## config.mk

```make
export PLATFORM = sky130hd
export DESIGN_NAME = glow_line_column_renderer
export DESIGN_NICKNAME = d
export VERILOG_FILES = /design/src/sv/glr_pkg.sv /design/src/sv/glow_line_column_renderer.sv
export VERILOG_INCLUDE_DIRS = /design/src /design/src/sv
export SDC_FILE = /design/constraint.sdc
export NUM_CORES = 2
export LEC_CHECK = 0
export BUFFER_PORTS_ARGS = -buffer_cell sky130_fd_sc_hd__buf_2
export CAP_MARGIN = 20
export CORE_MARGIN = 2
export CORE_UTILIZATION = 45
export DETAILED_ROUTE_END_ITERATION = 10
export HOLD_SLACK_MARGIN = 0.05
export MAX_ROUTING_LAYER = met4
export PLACE_DENSITY = 0.69
export SLEW_MARGIN = 10
export SYNTH_ARGS = -nofsm -noshare
export SYNTH_HDL_FRONTEND = slang
export SYNTH_SLANG_ARGS = --single-unit
```

## constraint.sdc

```tcl
create_clock -name clk -period 11.2 [get_ports clk]
set_input_delay 1.68 -clock clk [delete_from_list [all_inputs] [get_ports clk]]
set_output_delay 1.68 -clock clk [all_outputs]
set_load 0.03 [all_outputs]
```

## src/sv/glow_line_column_renderer_defines.svh

```systemverilog
// Assertion helpers for the glow line column renderer.
`ifndef GLOW_LINE_COLUMN_RENDERER_DEFINES_SVH
`define GLOW_LINE_COLUMN_RENDERER_DEFINES_SVH

// Same-cycle implication, checked on every rising edge outside reset.
`define GLR_ASSERT_NOW(label, ante, cons, msg) \
    label: assert property (@(posedge clk) disable iff (!rst_n) (ante) |-> (cons)) \
        else $error(msg);

// Next-cycle implication, checked on every rising edge outside reset.
`define GLR_ASSERT_NEXT(label, ante, cons, msg) \
    label: assert property (@(posedge clk) disable iff (!rst_n) (ante) |=> (cons)) \
        else $error(msg);

`endif

```

## src/sv/glr_pkg.sv

```systemverilog
`timescale 1ns / 1ps

package glr_pkg;

    localparam int WAVE_SLOTS  = 5;
    localparam int HEIGHT_W    = 12;
    localparam int COLOR_W     = 24;
    localparam int CFG_INDEX_W = 4;
    localparam int CFG_DATA_W  = 24;

    // register indexes on the config port
    localparam logic [CFG_INDEX_W-1:0] REG_WAVE_COUNT     = 4'd0;
    localparam logic [CFG_INDEX_W-1:0] REG_DISPLAY_HEIGHT = 4'd1;
    localparam logic [CFG_INDEX_W-1:0] REG_THICKNESS      = 4'd2;
    localparam logic [CFG_INDEX_W-1:0] REG_WAVE0_COLOR    = 4'd3;
    localparam logic [CFG_INDEX_W-1:0] REG_WAVE1_COLOR    = 4'd4;
    localparam logic [CFG_INDEX_W-1:0] REG_WAVE2_COLOR    = 4'd5;
    localparam logic [CFG_INDEX_W-1:0] REG_WAVE3_COLOR    = 4'd6;
    localparam logic [CFG_INDEX_W-1:0] REG_WAVE4_COLOR    = 4'd7;

    localparam logic [2:0]         RST_WAVE_COUNT = 3'd3;
    localparam logic [6:0]         RST_HEIGHT     = 7'd16;
    localparam logic [2:0]         RST_THICKNESS  = 3'd2;
    localparam logic [COLOR_W-1:0] RST_COLOR0     = 24'hFF0000;
    localparam logic [COLOR_W-1:0] RST_COLOR1     = 24'h00FF00;
    localparam logic [COLOR_W-1:0] RST_COLOR2     = 24'h0000FF;
    localparam logic [COLOR_W-1:0] RST_COLOR3     = 24'hFFFF00;
    localparam logic [COLOR_W-1:0] RST_COLOR4     = 24'h00FFFF;

    // shared multiplier operand widths and reciprocal scale
    localparam int MUL_A_W     = 17;
    localparam int MUL_B_W     = 22;
    localparam int MUL_P_W     = MUL_A_W + MUL_B_W;
    localparam int RECIP_SHIFT = 26;

    typedef logic signed [HEIGHT_W-1:0] height_t;
    typedef logic [COLOR_W-1:0]         color_t;

    // glow half width in Q.4 units scaled by five: G = 16*(2+3t)
    function automatic logic [8:0] glow_g(input logic [2:0] t);
        logic [8:0] g;
        case (t)
            3'd1:    g = 9'd80;
            3'd2:    g = 9'd128;
            3'd3:    g = 9'd176;
            3'd4:    g = 9'd224;
            3'd5:    g = 9'd272;
            3'd6:    g = 9'd320;
            default: g = 9'd80;
        endcase
        return g;
    endfunction

    // (2+3t)^2: weight = floor(diff^2 / m2)
    function automatic logic [8:0] glow_m2(input logic [2:0] t);
        logic [8:0] m;
        case (t)
            3'd1:    m = 9'd25;
            3'd2:    m = 9'd64;
            3'd3:    m = 9'd121;
            3'd4:    m = 9'd196;
            3'd5:    m = 9'd289;
            3'd6:    m = 9'd400;
            default: m = 9'd25;
        endcase
        return m;
    endfunction

    // floor(2^26 / m2)
    function automatic logic [MUL_B_W-1:0] glow_recip(input logic [2:0] t);
        logic [MUL_B_W-1:0] r;
        case (t)
            3'd1:    r = 22'd2684354;
            3'd2:    r = 22'd1048576;
            3'd3:    r = 22'd554618;
            3'd4:    r = 22'd342392;
            3'd5:    r = 22'd232210;
            3'd6:    r = 22'd167772;
            default: r = 22'd2684354;
        endcase
        return r;
    endfunction

endpackage

```

## src/sv/glow_line_column_renderer.sv

```systemverilog
`timescale 1ns / 1ps
// Channel  | Direction | Handshake           | Payload
// ---------+-----------+---------------------+-----------------------------------------
// in       | input     | in_valid/in_ready   | here_height_0..4, next_height_0..4
// out      | output    | out_valid/out_ready | pixel_row, red, green, blue, last_row
// cfg      | input     | cfg_valid/cfg_ready | cfg_index, cfg_data
//
// One column transfer yields display_height pixel transfers, rows ascending; the height
// is clamped to 1..MAX_ROWS. Per row, each active wave gets a distance step; a wave
// inside the glow then goes through square, reciprocal multiply, back multiply, correct,
// R, G and B steps, the multiplies sharing one multiplier; an emit step ends the row.
// rst_n is asynchronous active low; config returns to its documented reset values.
// The sequencer holds in its emit step while the output register is full and unread.
`include "glow_line_column_renderer_defines.svh"

module glow_line_column_renderer #(
    parameter int MAX_WAVE_COUNT = 5,
    parameter int MAX_ROWS       = 64
) (
    input  logic                              clk,
    input  logic                              rst_n,

    input  logic                              cfg_valid,
    output logic                              cfg_ready,
    input  logic [glr_pkg::CFG_INDEX_W-1:0]   cfg_index,
    input  logic [glr_pkg::CFG_DATA_W-1:0]    cfg_data,

    input  logic                              in_valid,
    output logic                              in_ready,
    input  logic signed [glr_pkg::HEIGHT_W-1:0] here_height_0,
    input  logic signed [glr_pkg::HEIGHT_W-1:0] here_height_1,
    input  logic signed [glr_pkg::HEIGHT_W-1:0] here_height_2,
    input  logic signed [glr_pkg::HEIGHT_W-1:0] here_height_3,
    input  logic signed [glr_pkg::HEIGHT_W-1:0] here_height_4,
    input  logic signed [glr_pkg::HEIGHT_W-1:0] next_height_0,
    input  logic signed [glr_pkg::HEIGHT_W-1:0] next_height_1,
    input  logic signed [glr_pkg::HEIGHT_W-1:0] next_height_2,
    input  logic signed [glr_pkg::HEIGHT_W-1:0] next_height_3,
    input  logic signed [glr_pkg::HEIGHT_W-1:0] next_height_4,

    output logic                              out_valid,
    input  logic                              out_ready,
    output logic [5:0]                        pixel_row,
    output logic [7:0]                        red,
    output logic [7:0]                        green,
    output logic [7:0]                        blue,
    output logic                              last_row
);

    // wave slots actually usable
    localparam int WAVE_LIMIT = (MAX_WAVE_COUNT < glr_pkg::WAVE_SLOTS) ?
                                MAX_WAVE_COUNT : glr_pkg::WAVE_SLOTS;
    localparam int ROW_W  = (MAX_ROWS > 1) ? $clog2(MAX_ROWS) : 1;
    localparam int ROWS_W = $clog2(MAX_ROWS + 1);
    // sum of all contributions before saturation
    localparam int ACC_W  = $clog2(MAX_WAVE_COUNT * 255 + 1);
    localparam int MA     = glr_pkg::MUL_A_W;
    localparam int MB     = glr_pkg::MUL_B_W;
    localparam int MP     = glr_pkg::MUL_P_W;
    localparam int RS     = glr_pkg::RECIP_SHIFT;

    // sequencer states
    localparam logic [3:0] S_IDLE = 4'd0;
    localparam logic [3:0] S_DIST = 4'd1;
    localparam logic [3:0] S_SQ   = 4'd2;
    localparam logic [3:0] S_REC  = 4'd3;
    localparam logic [3:0] S_FIX  = 4'd4;
    localparam logic [3:0] S_WT   = 4'd5;
    localparam logic [3:0] S_RED  = 4'd6;
    localparam logic [3:0] S_GRN  = 4'd7;
    localparam logic [3:0] S_BLU  = 4'd8;
    localparam logic [3:0] S_EMIT = 4'd9;

    // ---------------- configuration registers ----------------
    logic [2:0]         wave_count_reg;
    logic [6:0]         height_cfg_reg;
    logic [2:0]         thickness_reg;
    glr_pkg::color_t    color_reg [glr_pkg::WAVE_SLOTS];

    assign cfg_ready = 1'b1;

    always_ff @(posedge clk or negedge rst_n)
    begin
        if (!rst_n)
        begin
            wave_count_reg <= glr_pkg::RST_WAVE_COUNT;
            height_cfg_reg <= glr_pkg::RST_HEIGHT;
            thickness_reg  <= glr_pkg::RST_THICKNESS;
            color_reg[0]   <= glr_pkg::RST_COLOR0;
            color_reg[1]   <= glr_pkg::RST_COLOR1;
            color_reg[2]   <= glr_pkg::RST_COLOR2;
            color_reg[3]   <= glr_pkg::RST_COLOR3;
            color_reg[4]   <= glr_pkg::RST_COLOR4;
        end
        else if (cfg_valid && cfg_ready)
        begin
            case (cfg_index)
                glr_pkg::REG_WAVE_COUNT:     wave_count_reg <= cfg_data[2:0];
                glr_pkg::REG_DISPLAY_HEIGHT: height_cfg_reg <= cfg_data[6:0];
                glr_pkg::REG_THICKNESS:      thickness_reg  <= cfg_data[2:0];
                glr_pkg::REG_WAVE0_COLOR:    color_reg[0]   <= cfg_data[23:0];
                glr_pkg::REG_WAVE1_COLOR:    color_reg[1]   <= cfg_data[23:0];
                glr_pkg::REG_WAVE2_COLOR:    color_reg[2]   <= cfg_data[23:0];
                glr_pkg::REG_WAVE3_COLOR:    color_reg[3]   <= cfg_data[23:0];
                glr_pkg::REG_WAVE4_COLOR:    color_reg[4]   <= cfg_data[23:0];
                default: ;  // unknown index: dropped
            endcase
        end
    end

    // ---------------- clamped settings ----------------
    logic [2:0]        count_eff;
    logic [ROWS_W-1:0] rows_eff;
    logic [2:0]        thick_eff;
    logic [8:0]        glow_g;
    logic [8:0]        glow_m2;
    logic [MB-1:0]     glow_recip;

    always_comb
    begin
        if (wave_count_reg == 3'd0)
            count_eff = 3'd1;
        else if (32'(wave_count_reg) > WAVE_LIMIT)
            count_eff = 3'(WAVE_LIMIT);
        else
            count_eff = wave_count_reg;

        if (height_cfg_reg == 7'd0)
            rows_eff = ROWS_W'(1);
        else if (32'(height_cfg_reg) > MAX_ROWS)
            rows_eff = ROWS_W'(MAX_ROWS);
        else
            rows_eff = ROWS_W'(height_cfg_reg);

        if (thickness_reg == 3'd0)
            thick_eff = 3'd1;
        else if (thickness_reg > 3'd6)
            thick_eff = 3'd6;
        else
            thick_eff = thickness_reg;
    end

    assign glow_g     = glr_pkg::glow_g(thick_eff);
    assign glow_m2    = glr_pkg::glow_m2(thick_eff);
    assign glow_recip = glr_pkg::glow_recip(thick_eff);

    // ---------------- input capture: span per wave ----------------
    glr_pkg::height_t here_h [glr_pkg::WAVE_SLOTS];
    glr_pkg::height_t next_h [glr_pkg::WAVE_SLOTS];
    glr_pkg::height_t lo_reg [glr_pkg::WAVE_SLOTS];
    glr_pkg::height_t hi_reg [glr_pkg::WAVE_SLOTS];

    assign here_h[0] = here_height_0;
    assign here_h[1] = here_height_1;
    assign here_h[2] = here_height_2;
    assign here_h[3] = here_height_3;
    assign here_h[4] = here_height_4;
    assign next_h[0] = next_height_0;
    assign next_h[1] = next_height_1;
    assign next_h[2] = next_height_2;
    assign next_h[3] = next_height_3;
    assign next_h[4] = next_height_4;

    logic in_fire;
    assign in_fire = in_valid && in_ready;

    always_ff @(posedge clk)
    begin
        if (in_fire)
        begin
            for (int k = 0; k < glr_pkg::WAVE_SLOTS; k++)
            begin
                lo_reg[k] <= (here_h[k] < next_h[k]) ? here_h[k] : next_h[k];
                hi_reg[k] <= (here_h[k] < next_h[k]) ? next_h[k] : here_h[k];
            end
        end
    end

    // ---------------- sequencer and datapath registers ----------------
    logic [3:0]       state_reg,  state_next;
    logic [ROW_W-1:0] row_reg,    row_next;
    logic [2:0]       wave_reg,   wave_next;
    logic [8:0]       diff_reg,   diff_next;    // G - 5*d16
    logic [16:0]      sq_reg,     sq_next;      // diff^2
    logic [8:0]       q_reg,      q_next;       // reciprocal quotient estimate
    logic [16:0]      back_reg,   back_next;    // q * m2
    logic [8:0]       w_reg,      w_next;       // weight, 256 = 1.0
    logic [ACC_W-1:0] acc_r_reg,  acc_r_next;
    logic [ACC_W-1:0] acc_g_reg,  acc_g_next;
    logic [ACC_W-1:0] acc_b_reg,  acc_b_next;

    logic             out_valid_reg;
    logic [5:0]       pixel_row_reg;
    logic [7:0]       red_reg;
    logic [7:0]       green_reg;
    logic [7:0]       blue_reg;
    logic             last_row_reg;

    // distance from row to the wave's span, Q.4
    logic [8:0]               row_wide;
    logic signed [14:0]       fy;
    logic signed [14:0]       lo_x;
    logic signed [14:0]       hi_x;
    logic [14:0]              d16;
    logic [17:0]              dd;
    logic                     in_glow;

    assign row_wide = 9'(row_reg);
    assign fy       = $signed({2'b00, row_wide, 4'b0000});
    assign lo_x     = {{3{lo_reg[wave_reg][glr_pkg::HEIGHT_W-1]}}, lo_reg[wave_reg]};
    assign hi_x     = {{3{hi_reg[wave_reg][glr_pkg::HEIGHT_W-1]}}, hi_reg[wave_reg]};

    always_comb
    begin
        if (fy < lo_x)
            d16 = 15'(lo_x - fy);
        else if (fy > hi_x)
            d16 = 15'(fy - hi_x);
        else
            d16 = '0;
    end

    assign dd      = {1'b0, d16, 2'b00} + {3'b000, d16};
    assign in_glow = dd < {9'd0, glow_g};

    // shared multiplier
    logic [MA-1:0] mul_a;
    logic [MB-1:0] mul_b;
    logic [MP-1:0] mul_p;
    logic [7:0]    chan;

    always_comb
    begin
        case (state_reg)
            S_RED:   chan = color_reg[wave_reg][23:16];
            S_GRN:   chan = color_reg[wave_reg][15:8];
            default: chan = color_reg[wave_reg][7:0];
        endcase
    end

    always_comb
    begin
        case (state_reg)
            S_SQ:
            begin
                mul_a = MA'(diff_reg);
                mul_b = MB'(diff_reg);
            end
            S_REC:
            begin
                mul_a = sq_reg;
                mul_b = glow_recip;
            end
            S_FIX:
            begin
                mul_a = MA'(q_reg);
                mul_b = MB'(glow_m2);
            end
            default:
            begin
                mul_a = MA'(w_reg);
                mul_b = MB'(chan);
            end
        endcase
    end

    assign mul_p = MP'(mul_a) * MP'(mul_b);

    // remainder check after the back multiply; estimate is exact or one low
    logic [16:0] rem;
    assign rem = sq_reg - back_reg;

    // pixel contribution from the channel multiply
    logic [7:0] contrib;
    assign contrib = mul_p[15:8];

    logic [ROWS_W-1:0] row_ext;
    logic              row_last;
    logic [3:0]        wave_inc;
    logic              wave_last;
    logic              emit_go;

    assign row_ext   = ROWS_W'(row_reg);
    assign row_last  = (row_ext + ROWS_W'(1)) == rows_eff;
    assign wave_inc  = {1'b0, wave_reg} + 4'd1;
    assign wave_last = wave_inc >= {1'b0, count_eff};
    assign emit_go   = (state_reg == S_EMIT) && (!out_valid_reg || out_ready);

    assign in_ready  = (state_reg == S_IDLE);

    always_comb
    begin
        state_next = state_reg;
        row_next   = row_reg;
        wave_next  = wave_reg;
        diff_next  = diff_reg;
        sq_next    = sq_reg;
        q_next     = q_reg;
        back_next  = back_reg;
        w_next     = w_reg;
        acc_r_next = acc_r_reg;
        acc_g_next = acc_g_reg;
        acc_b_next = acc_b_reg;

        case (state_reg)
            S_IDLE:
            begin
                if (in_fire)
                begin
                    state_next = S_DIST;
                    row_next   = '0;
                    wave_next  = '0;
                    acc_r_next = '0;
                    acc_g_next = '0;
                    acc_b_next = '0;
                end
            end
            S_DIST:
            begin
                diff_next = glow_g - dd[8:0];
                if (in_glow)
                    state_next = S_SQ;
                else if (wave_last)
                    state_next = S_EMIT;
                else
                    wave_next = wave_inc[2:0];
            end
            S_SQ:
            begin
                sq_next    = mul_p[16:0];
                state_next = S_REC;
            end
            S_REC:
            begin
                q_next     = mul_p[RS+8:RS];
                state_next = S_FIX;
            end
            S_FIX:
            begin
                back_next  = mul_p[16:0];
                state_next = S_WT;
            end
            S_WT:
            begin
                w_next     = (rem >= {8'd0, glow_m2}) ? q_reg + 9'd1 : q_reg;
                state_next = S_RED;
            end
            S_RED:
            begin
                acc_r_next = acc_r_reg + ACC_W'(contrib);
                state_next = S_GRN;
            end
            S_GRN:
            begin
                acc_g_next = acc_g_reg + ACC_W'(contrib);
                state_next = S_BLU;
            end
            S_BLU:
            begin
                acc_b_next = acc_b_reg + ACC_W'(contrib);
                if (wave_last)
                    state_next = S_EMIT;
                else
                begin
                    wave_next  = wave_inc[2:0];
                    state_next = S_DIST;
                end
            end
            S_EMIT:
            begin
                if (emit_go)
                begin
                    wave_next  = '0;
                    acc_r_next = '0;
                    acc_g_next = '0;
                    acc_b_next = '0;
                    if (row_last)
                        state_next = S_IDLE;
                    else
                    begin
                        row_next   = row_reg + ROW_W'(1);
                        state_next = S_DIST;
                    end
                end
            end
            default:
            begin
                state_next = S_IDLE;
            end
        endcase
    end

    always_ff @(posedge clk or negedge rst_n)
    begin
        if (!rst_n)
        begin
            state_reg <= S_IDLE;
            row_reg   <= '0;
            wave_reg  <= '0;
        end
        else
        begin
            state_reg <= state_next;
            row_reg   <= row_next;
            wave_reg  <= wave_next;
        end
    end

    always_ff @(posedge clk)
    begin
        diff_reg  <= diff_next;
        sq_reg    <= sq_next;
        q_reg     <= q_next;
        back_reg  <= back_next;
        w_reg     <= w_next;
        acc_r_reg <= acc_r_next;
        acc_g_reg <= acc_g_next;
        acc_b_reg <= acc_b_next;
    end

    // ---------------- output register ----------------
    function automatic logic [7:0] sat8(input logic [ACC_W-1:0] v);
        logic [7:0] s;
        if (32'(v) > 255)
            s = 8'hFF;
        else
            s = 8'(v);
        return s;
    endfunction

    always_ff @(posedge clk or negedge rst_n)
    begin
        if (!rst_n)
            out_valid_reg <= 1'b0;
        else if (emit_go)
            out_valid_reg <= 1'b1;
        else if (out_ready)
            out_valid_reg <= 1'b0;
    end

    always_ff @(posedge clk)
    begin
        if (emit_go)
        begin
            pixel_row_reg <= row_wide[5:0];
            red_reg       <= sat8(acc_r_reg);
            green_reg     <= sat8(acc_g_reg);
            blue_reg      <= sat8(acc_b_reg);
            last_row_reg  <= row_last;
        end
    end

    assign out_valid = out_valid_reg;
    assign pixel_row = pixel_row_reg;
    assign red       = red_reg;
    assign green     = green_reg;
    assign blue      = blue_reg;
    assign last_row  = last_row_reg;

    // ---------------- assertions ----------------
    `GLR_ASSERT_NOW(a_wave_in_range, (state_reg != S_IDLE), (wave_reg < count_eff), "wave index beyond active count")
    `GLR_ASSERT_NOW(a_recip_close, (state_reg == S_WT), (rem < {glow_m2, 1'b0}), "reciprocal estimate off by more than one")
    `GLR_ASSERT_NOW(a_weight_max, (state_reg == S_RED), (w_reg <= 9'd256), "weight above one")
    `GLR_ASSERT_NEXT(a_column_done, (emit_go && row_last), (state_reg == S_IDLE && out_valid_reg && last_row_reg), "column end not closed")

endmodule
```

==> out/results.ini <==
[routing]
post_drt_via_cell_ratio=5.62
first_iter_violations=2353
remaining_drc_errors=0
totalWireLength_um=91700
wl_per_cell_um=20.7
via_count=24800
first_pass_iters=6
ant_nets=0

[setup_path]
critPathKind=register to register
cp-start-kind=register
worstPathMaxFanout=24
cp.arrival_ns=9.86
crit_required_ns=11.51
cp-end-kind=register

[clock_network]
postCtsSetupRepairBufs=0
root_buffer=clkbuf_16
insertion_delay_ns=0.57
hold_buffers=0
path_clk_slew_ns=0.06
clockBufferDepth=3
cts_tree=built
clock_sinks=392
cts_htree_levels=2
post_cts_resized=0
cts_buffers=40

[floorplanning]
initial_core_util_pct=45.3
die_x_um=280
core-area_sq_mm=0.0756
pin_count=187
die_y_um=280
rows=101
die_area_sq_mm=0.0782

[logic_synthesis]
syn_area_sq_mm=0.0342
synth_area_leaders=edfxtp_1 (22%), fa_1 (18%), ha_1 (8.9%), mux2_2 (8.3%), dfrtp_1 (6.4%)
synth_cell_types=85
ys.flop_type=edfxtp_1
ys_top_cells_by_count=inv_1 (505), fa_1 (300), nand2_1 (269), mux2_2 (253), edfxtp_1 (245)
yosysMostFrequentCell=inv_1
netlist_instances=3228
synth-edff-count=245
ys_seq_elements=392
yosysWarnings=0
synth-async-reset-ratio_pct=37.5
synth_top_cell_by_area=edfxtp_1
synth_top_area_share_pct=21.5
synth-seq-area-share_pct=32.5
postSynthAreaPerCell_sq_um=10.6

[timing]
fin_skew_ns=0.0257
setup_violations=0
slew_headroom_pct=21.1
drv_slew=0
grt_setup_unrepaired=no
fmax_ghz=0.105
timing.final.crit_share_pct=85.3
hold_viol=0
tns_ns=0
fin_crit_ns=9.55
tightestPinTransition_ns=1.18

[global_routing]
grt_use_met3_pct=4.00
gr-max-usage-layer=met2
first_global_vias=25700
use_met2_pct=39.1
antenna_found_initial=7
grt.total_usage_pct=24.6
grt_use_met1_pct=32.3
grt_max_degree=81
grt.overflow.total=0
grt_pass1_wl_um=145000

[finish]
drive_gt1_share_pct=20.2
fin_nets=4096
largest_register_ffs=120
syn_to_final_growth_pct=10.5

[placed_design]
port_buffers=185
hpwl_um=71300
gp_congestion=1.01

[worst_hold_path]
min_path_type=register to register

[run_status]
status=completed

[job]
max_cap_violations=0

==> kinds of logic after synthesis <==
kind of cell / synth area share [%]
xor gates and xnor gates: 2.41
and+or+nand+nor: 11.1
AOI/OAI and AO/OA: 8.69
buffers and inverters: 6.82
other: 0.0220
adders and majority gates: 26.4
DFF: 32.5
muxes: 12.1
==> path summary, 6_finish.rpt <==
| kind | depth (start not counted) | slack (ns) | end | start |
|---|---|---|---|---|
| worst max-delay path | 27 | 1.65 | q_reg[8] | state_reg[0] |
| worst min-delay path | 1 | 0.50 | color_reg[89] | color_reg[89] |
| worst max register to register | 27 | 1.65 | q_reg[8] | state_reg[0] |
| worst min register to register | 1 | 0.50 | color_reg[89] | color_reg[89] |
| max in group asynchronous | 2 | 8.75 | color_reg[29] | rst_n |
| min in group asynchronous | 1 | 1.13 | color_reg[89] | rst_n |
==> critical path, stage by stage (launching register included) <==
cell and delay [ns]:
dfrtp_1 0.73, nor2_1 0.20, nand2_1 0.23, clkinv_1 0.69
nand2_1 0.30, nand4_1 0.89, nand2_1 0.40, inv_1 0.10
fa_1 0.43, inv_1 0.08, fa_1 0.45, fa_1 0.41
fa_1 0.53, inv_1 0.06, fa_1 0.54, inv_1 0.06
fa_1 0.52, inv_1 0.04, ha_1 0.34, o21ai_0 0.26
nor2_1 0.13, a21oi_1 0.23, nand4b_1 0.21, o311ai_0 0.76
a21oi_1 0.21, a21o_1 0.23, a21oi_1 0.16, xnor2_1 0.07
==> metal layers <==
| layer | routed length, um | up-vias |
|---|---|---|
| met5 | 0 | - |
| met4 | 3110 | 0 |
| met3 | 7380 | 181 |
| met2 | 43100 | 997 |
| met1 | 38100 | 12300 |
| li1 | - | 11300 |
==> placed cells by master (no fill, tap or decap), types with 12 or more instances in the layout <==
master / synthesis / layout
buf_4: 1 / 43
nor3_1: 34 / 32
inv_1: 505 / 505
buf_2: 10 / 184
o21ai_0: 91 / 87
nand4_1: 12 / 12
fa_1: 300 / 300
nor2b_1: 41 / 40
clkbuf_16: 0 / 42
a21o_1: 37 / 37
o21a_1: 27 / 27
nand2_1: 269 / 269
xnor2_1: 65 / 65
a211oi_1: 15 / 15
ha_1: 242 / 242
mux2i_1: 27 / 26
dfstp_2: 60 / 60
nand3_1: 48 / 48
and2_1: 28 / 28
nor2_1: 222 / 219
and3_1: 28 / 27
mux2_2: 253 / 253
mux4_2: 43 / 43
a21oi_1: 123 / 122
or3_1: 23 / 23
o21bai_1: 15 / 15
a22oi_1: 12 / 12
edfxtp_1: 245 / 245
nand2b_1: 69 / 69
xor2_1: 29 / 29
dfrtp_1: 87 / 85
o22ai_1: 14 / 14
==> cell type report <==
class                   instances  area, sq um
multi-input cells            2229        20900
inverters                     508         1910
clock inverters                19          211
flip-flops and latches        392        11100
clock buffers                  55         1160
repair buffers                230         1280
diodes                          7         17.5
well taps                     978         1220
fillers                      6836        37800
==> through the flow <==
step / hold WS, ns / worst slack, ns / instance area (sq um) / cells / util [%]
2_1_floorplan: 0.475 / 2.65 / 34200 / 3235 / -
3_5_place_dp: 0.491 / 1.84 / 36400 / 4335 / 48.1
5_1_grt: 0.513 / 1.14 / 37800 / 4418 / 50.0
4_1_cts: 0.505 / 1.81 / 37800 / 4409 / 50.0
6_report: 0.501 / 1.65 / 37800 / 4418 / 50.0
3_3_place_gp: 0.482 / 1.92 / 36400 / 4334 / 48.1
Power is not shown: default switching activity piles up to over one toggle a cycle in this logic, so the estimate is an artifact.
